### src/rtl/cpsd_pkg.sv
// Package for the channel power spike debounce block.
// Holds sizes, operation codes, register indexes and the records shared between the modules.
// Depends on nothing.
package cpsd_pkg;

  localparam int CHANNELS    = 128;
  localparam int EVENT_DEPTH = 16;

  localparam int CH_W     = (CHANNELS > 1) ? $clog2(CHANNELS) : 1;
  localparam int EV_W     = $clog2(EVENT_DEPTH);
  localparam int EV_SLOTS = 1 << EV_W;
  localparam int RING_AW  = CH_W + EV_W;

  localparam int IN_DATA_W  = 80;
  localparam int OUT_DATA_W = 136;

  localparam logic [15:0] THRESHOLD_RST = 16'd300;
  localparam logic [15:0] PERIOD_RST    = 16'd3;

  typedef enum logic [1:0] {
    FUNC_UPDATE = 2'd0,
    FUNC_CLEAR  = 2'd1,
    FUNC_READ   = 2'd2,
    FUNC_NONE   = 2'd3
  } func_e;

  typedef enum logic [0:0] {
    REG_SPIKE_THRESHOLD = 1'b0,
    REG_SETTLE_PERIOD   = 1'b1
  } cfg_reg_e;

  typedef struct packed {
    func_e       func;
    logic [6:0]  channel;
    logic [15:0] power;
    logic [15:0] snr;
    logic [31:0] stamp;
    logic [3:0]  slot;
  } item_t;

  typedef struct packed {
    logic                power_known;
    logic [15:0]         acc_power;
    logic [15:0]         acc_snr;
    logic [31:0]         acc_time;
    logic                marks_known;
    logic [15:0]         low_mark;
    logic [15:0]         high_mark;
    logic [EV_W-1:0]     wr_pos;
    logic [EV_SLOTS-1:0] slot_used;
  } row_t;

  typedef struct packed {
    logic [15:0] prev_power;
    logic [15:0] new_power;
    logic [31:0] stamp;
  } ring_t;

  typedef struct packed {
    logic        spike;
    logic        power_valid;
    logic [15:0] debounced_power;
    logic [15:0] debounced_snr;
    logic        marks_valid;
    logic [15:0] low_mark;
    logic [15:0] high_mark;
    logic        event_valid;
    logic [15:0] event_prev_power;
    logic [15:0] event_new_power;
    logic [31:0] event_time;
  } result_t;

  typedef struct packed {
    logic               row_we;
    logic               ring_we;
    logic [EV_W-1:0]    ring_pos;
  } wb_ctl_t;

endpackage

### src/rtl/cpsd_update.sv
// Combinational update for one word: spike test, acceptance, watermarks, ring logging, clear and slot read.
// Produces the new channel row, the ring write and the result word.
// Depends on cpsd_pkg.
module cpsd_update (
  input  cpsd_pkg::item_t    item_i,
  input  cpsd_pkg::row_t     row_i,
  input  cpsd_pkg::ring_t    ring_i,
  input  logic [15:0]        threshold_i,
  input  logic [15:0]        period_i,
  output cpsd_pkg::wb_ctl_t  ctl_o,
  output cpsd_pkg::row_t     row_o,
  output cpsd_pkg::ring_t    ring_o,
  output cpsd_pkg::result_t  res_o
);

  logic [16:0]                   diff;
  logic [16:0]                   adiff;
  logic [31:0]                   dt;
  logic                          is_spike;
  logic                          ch_ok;
  logic                          slot_ok;
  logic [cpsd_pkg::EV_W-1:0]     slot_idx;
  cpsd_pkg::row_t                nxt;

  assign diff     = {item_i.power[15], item_i.power} - {row_i.acc_power[15], row_i.acc_power};
  assign adiff    = diff[16] ? (17'd0 - diff) : diff;
  assign dt       = item_i.stamp - row_i.acc_time;
  assign is_spike = row_i.power_known && (adiff > {1'b0, threshold_i})
                    && (dt < {16'd0, period_i});
  assign ch_ok    = 32'(item_i.channel) < cpsd_pkg::CHANNELS;
  assign slot_ok  = 32'(item_i.slot) < cpsd_pkg::EVENT_DEPTH;
  assign slot_idx = cpsd_pkg::EV_W'(item_i.slot);

  always_comb begin
    nxt          = row_i;
    ctl_o        = '0;
    ctl_o.ring_pos = row_i.wr_pos;
    ring_o.prev_power = row_i.acc_power;
    ring_o.new_power  = item_i.power;
    ring_o.stamp      = item_i.stamp;
    res_o        = '0;

    unique case (item_i.func)
      cpsd_pkg::FUNC_UPDATE: begin
        ctl_o.row_we = 1'b1;
        if (is_spike) begin
          ctl_o.ring_we = 1'b1;
          res_o.spike   = 1'b1;
          nxt.slot_used[row_i.wr_pos] = 1'b1;
          if (row_i.wr_pos == cpsd_pkg::EV_W'(cpsd_pkg::EVENT_DEPTH - 1)) begin
            nxt.wr_pos = '0;
          end else begin
            nxt.wr_pos = row_i.wr_pos + cpsd_pkg::EV_W'(1);
          end
        end else begin
          nxt.power_known = 1'b1;
          nxt.acc_power   = item_i.power;
          nxt.acc_snr     = item_i.snr;
          nxt.acc_time    = item_i.stamp;
          nxt.marks_known = 1'b1;
          if (!row_i.marks_known || ($signed(item_i.power) < $signed(row_i.low_mark))) begin
            nxt.low_mark = item_i.power;
          end
          if (!row_i.marks_known || ($signed(item_i.power) > $signed(row_i.high_mark))) begin
            nxt.high_mark = item_i.power;
          end
        end
      end
      cpsd_pkg::FUNC_CLEAR: begin
        ctl_o.row_we    = 1'b1;
        nxt.marks_known = 1'b0;
        nxt.slot_used   = '0;
        nxt.wr_pos      = '0;
      end
      cpsd_pkg::FUNC_READ: begin
        if (slot_ok && row_i.slot_used[slot_idx]) begin
          res_o.event_valid      = 1'b1;
          res_o.event_prev_power = ring_i.prev_power;
          res_o.event_new_power  = ring_i.new_power;
          res_o.event_time       = ring_i.stamp;
        end
      end
      default: begin
      end
    endcase

    if (nxt.power_known) begin
      res_o.power_valid     = 1'b1;
      res_o.debounced_power = nxt.acc_power;
      res_o.debounced_snr   = nxt.acc_snr;
    end
    if (nxt.marks_known) begin
      res_o.marks_valid = 1'b1;
      res_o.low_mark    = nxt.low_mark;
      res_o.high_mark   = nxt.high_mark;
    end

    if (!ch_ok) begin
      res_o         = '0;
      ctl_o.row_we  = 1'b0;
      ctl_o.ring_we = 1'b0;
    end
    row_o = nxt;
  end

endmodule

### config.mk
export PLATFORM = sky130hd
export DESIGN_NAME = cpsd_update
export DESIGN_NICKNAME = d
export VERILOG_FILES = /design/src/rtl/cpsd_pkg.sv /design/src/rtl/cpsd_update.sv
export SDC_FILE = /design/constraint.sdc
export NUM_CORES = 1
export LEC_CHECK = 0
export BUFFER_PORTS_ARGS = -buffer_cell sky130_fd_sc_hd__buf_2
export CORE_AREA = 4 4 238 240
export DETAILED_ROUTE_END_ITERATION = 6
export DIE_AREA = 0 0 242 244
export RECOVER_POWER = 50
export SYNTH_ARGS = -nofsm -noshare
export SYNTH_HDL_FRONTEND = slang
export SYNTH_SLANG_ARGS = --single-unit
### constraint.sdc
create_clock -name vclk -period 16.4
set_input_delay 0.82 -clock vclk [all_inputs]
set_output_delay 0.82 -clock vclk [all_outputs]
set_load 0.005 [all_outputs]
==> impl_metrics.csv <==
group,metric,value,unit
outcome,status,"finished, violations left",
outcome,violations,"max-capacitance violations, max-slew violations",
layout,seq_cell_count,0,
timing,worstMarginPinSlew,1.99,ns
floorplan,core_region_area,54700,um^2
global_route,antenna_found_initial,8,
min_path,hold_path.class,"in2out",
logic_synthesis,synth_adder_area_share,17.7,%
logic_synthesis,synth_top_family_by_area,"compound AO/OA/AOI/OAI gates",
logic_synthesis,synth-simple-area-share,22.6,%
logic_synthesis,synth_compound_area_share,24.2,%
layout,drive_above_1_share,36.6,%
detailed_routing,via_per_inst,4.39,
job,maxCapViolations,6,
logic_synthesis,synth_xor_area_share,5.39,%
logic_synthesis,yosysWarnings,0,
floorplan,die-area,59000,um^2
critical_path,cpPeakStageDelay,1.38,ns
pwr,swShare,58.1,%
logic_synthesis,synth_area,8280,um^2
timing,fin_ws,4.74,ns
detailed_routing,via_count,10200,
pwr,p_per_area,39.5,nW/um^2
global_route,busiest_layer,"met2",
placed_design,dp.cells,2329,
critical_path,worstSetupEndpointType,"output port",
floorplan,boundaryPins,611,
timing,finalCriticalPeriod,11.66,ns
cts,ctsResizeCount,0,
timing,slew_violations,182,
timing,setup_viol,0,
global_route,grt_pass1_wl,68.4,mm
placed_design,dpl.hpwl,44.7,mm
critical_path,critPathSlowestCell,"clkbuf_1",
floorplan,fp.dieW,242,um
critical_path,crit_top_cell,"o21ai_0",
placed_design,port-buffer-count,604,
detailed_routing,routed_wl,49.7,mm
detailed_routing,dr.pass1.iters,5,
layout,nets,2034,
detailed_routing,drtIter0Drc,477,
critical_path,critical_path_arrival,10.84,ns
critical_path,path_class,"in2out",
cts,cts_hold_buffers,0,
critical_path,critPathMaxFanout,48,
layout,nFillCells,6250,
logic_synthesis,ys_types,78,
timing,max_freq,85.7,MHz
layout,final_cells,2334,
logic_synthesis,synthMuxAreaShare,14.5,%
detailed_routing,drc,0,
global_route,first_global_vias,9783,
layout,nClkBuffers,0,
min_path,min_path_cells,2,
global_route,grt_max_degree,66,
global_route,grt_overflow,0,
timing,hold_viol,0,
layout,regArea,0,um^2
logic_synthesis,syn_inst,1134,
cts,post_cts_buffers,0,
placed_design,place_ws,6.55,ns
pwr,p_int,0.000187,W
global_route,met1_usage,18.7,%
pwr,report.power.total,0.000445,W
pwr,vdd_drop_max,0.0000192,V
detailed_routing,avgRoutedWirePerCell,21.3,um
pwr,p_leak,5.92,nW
pwr,p_clk_share,0,%
floorplan,die_h,244,um
detailed_routing,detail-route-antenna-nets,0,
pwr,combPwrFrac,100.0,%
pwr,p_switching,0.000259,W
timing,finalCritPeriodShare,71.1,%
min_path,hold_start,"item_i[18]",
global_route,grt_use_met2,25.6,%
logic_synthesis,syn_avg_cell_area,7.30,um^2
critical_path,path_delay_family,"buffers and inverters",
min_path,min_to,"ring_o[14]",
logic_synthesis,seq_area_frac_synth,0,%
critical_path,critical_path_required,15.58,ns
logic_synthesis,syn_nets,1541,
global_route,grtUsageTotal,15.5,%
critical_path,worst-path-buf-inv,5,
timing,relSlewSlack,-32.8,%
global_route,grtUsageMet3,7.14,%
pwr,seq_power_share,0,%
critical_path,critPathLaunchType,"primary input",
placed_design,gp_congestion,0.983,
timing,setup_tns,0,ns
floorplan,rows,86,
floorplan,start_util,15.2,%
timing,rsz0062_at_grt,"false",
layout,syn2layout_area_growth,36.2,%
[worst max-delay path by stage]
stage | start | endpoint | slack, ns | cells after the start
after floorplan | item_i[52] | res_o[112] | 9.87 | 24
after global placement | item_i[4] | res_o[115] | 6.51 | 25
after detailed placement | item_i[4] | res_o[115] | 6.55 | 25
after CTS | item_i[4] | res_o[115] | 6.53 | 25
after global routing | item_i[52] | res_o[115] | 4.06 | 26
final | item_i[52] | res_o[115] | 4.74 | 26
[metrics by stage]
| step | utilization, % | area (um^2) | hold slack [ns] |
|---|---|---|---|
| floorplan | - | 8280 | 1.69 |
| global placement | 20.9 | 11400 | 1.84 |
| detailed placement | 20.9 | 11400 | 1.84 |
| CTS | 20.9 | 11400 | 1.84 |
| global route | 20.6 | 11300 | 1.87 |
| finish | 20.6 | 11300 | 1.85 |
[power groups by stage]
stage               Combinational (W)  Sequential [W]         Clock, W
finish                       0.000445               0  0.0000000000263
global route                 0.000494               0  0.0000000000245
CTS                          0.000453               0                0
detailed placement           0.000450               0                0
global placement             0.000449               0                0
floorplan                    0.000267               0                0
[Yosys cell counts (all sizes together), types with 18 or more instances]
| cell | number | area, um^2 |
|---|---|---|
| inv | 124 | 465 |
| a21o | 18 | 135 |
| o21ai | 48 | 252 |
| xor2 | 21 | 184 |
| nand2 | 81 | 304 |
| nor2b | 18 | 113 |
| nand4 | 19 | 119 |
| a21oi | 76 | 410 |
| clkbuf | 25 | 93.8 |
| buf | 94 | 736 |
| a22o | 32 | 280 |
| ha | 114 | 1430 |
| and2 | 101 | 632 |
| mux2 | 78 | 1030 |
| nor2 | 51 | 191 |
| xnor2 | 30 | 263 |
[placed cells by master (no fill, tap or decap), types with 7 or more instances in the layout]
cell      instances
buf_2           510
inv_1           124
ha_1            114
clkbuf_1         95
nand2_1          81
a21oi_1          70
and2_1           62
nor2_1           51
o21ai_0          42
mux2_4           40
and2_0           39
a22o_1           32
xnor2_1          30
mux2_1           22
xor2_1           21
nand4_1          19
a21o_1           18
nor2b_1          17
nand3_1          17
o22ai_1          17
nand2b_1         16
a32o_1           16
mux2_2           16
a211oi_1         11
nor3_1           11
a31oi_1           8
or3_1             8
o211ai_1          7
[final cells by class]
class	count	area, um^2	share of cell area, %
inverters	124	465	4.13
well taps	704	881	7.81
diodes	5	12.5	0.111
multi-input cells	891	6980	61.9
repair buffers	610	2940	26.1
[metal layers]
metal / part of all wire, % / vias to the layer above
li1: - / 4969
met1: 40 / 4737
met2: 45 / 472
met3: 13 / 55
met4: 2.3 / 4
met5: 0.058 / -
[kinds of logic (layout without fill, tap and decap cells)]
| logic type | Yosys count | in the layout |
|---|---|---|
| mux | 89 | 89 |
| buf+inv | 243 | 734 |
| compound gates | 284 | 284 |
| simple gates | 351 | 351 |
| other cells | 0 | 5 |
| xor+xnor | 51 | 51 |
| fa+ha+maj | 116 | 116 |
No activity file was read; power rests on OpenSTA's default activity.
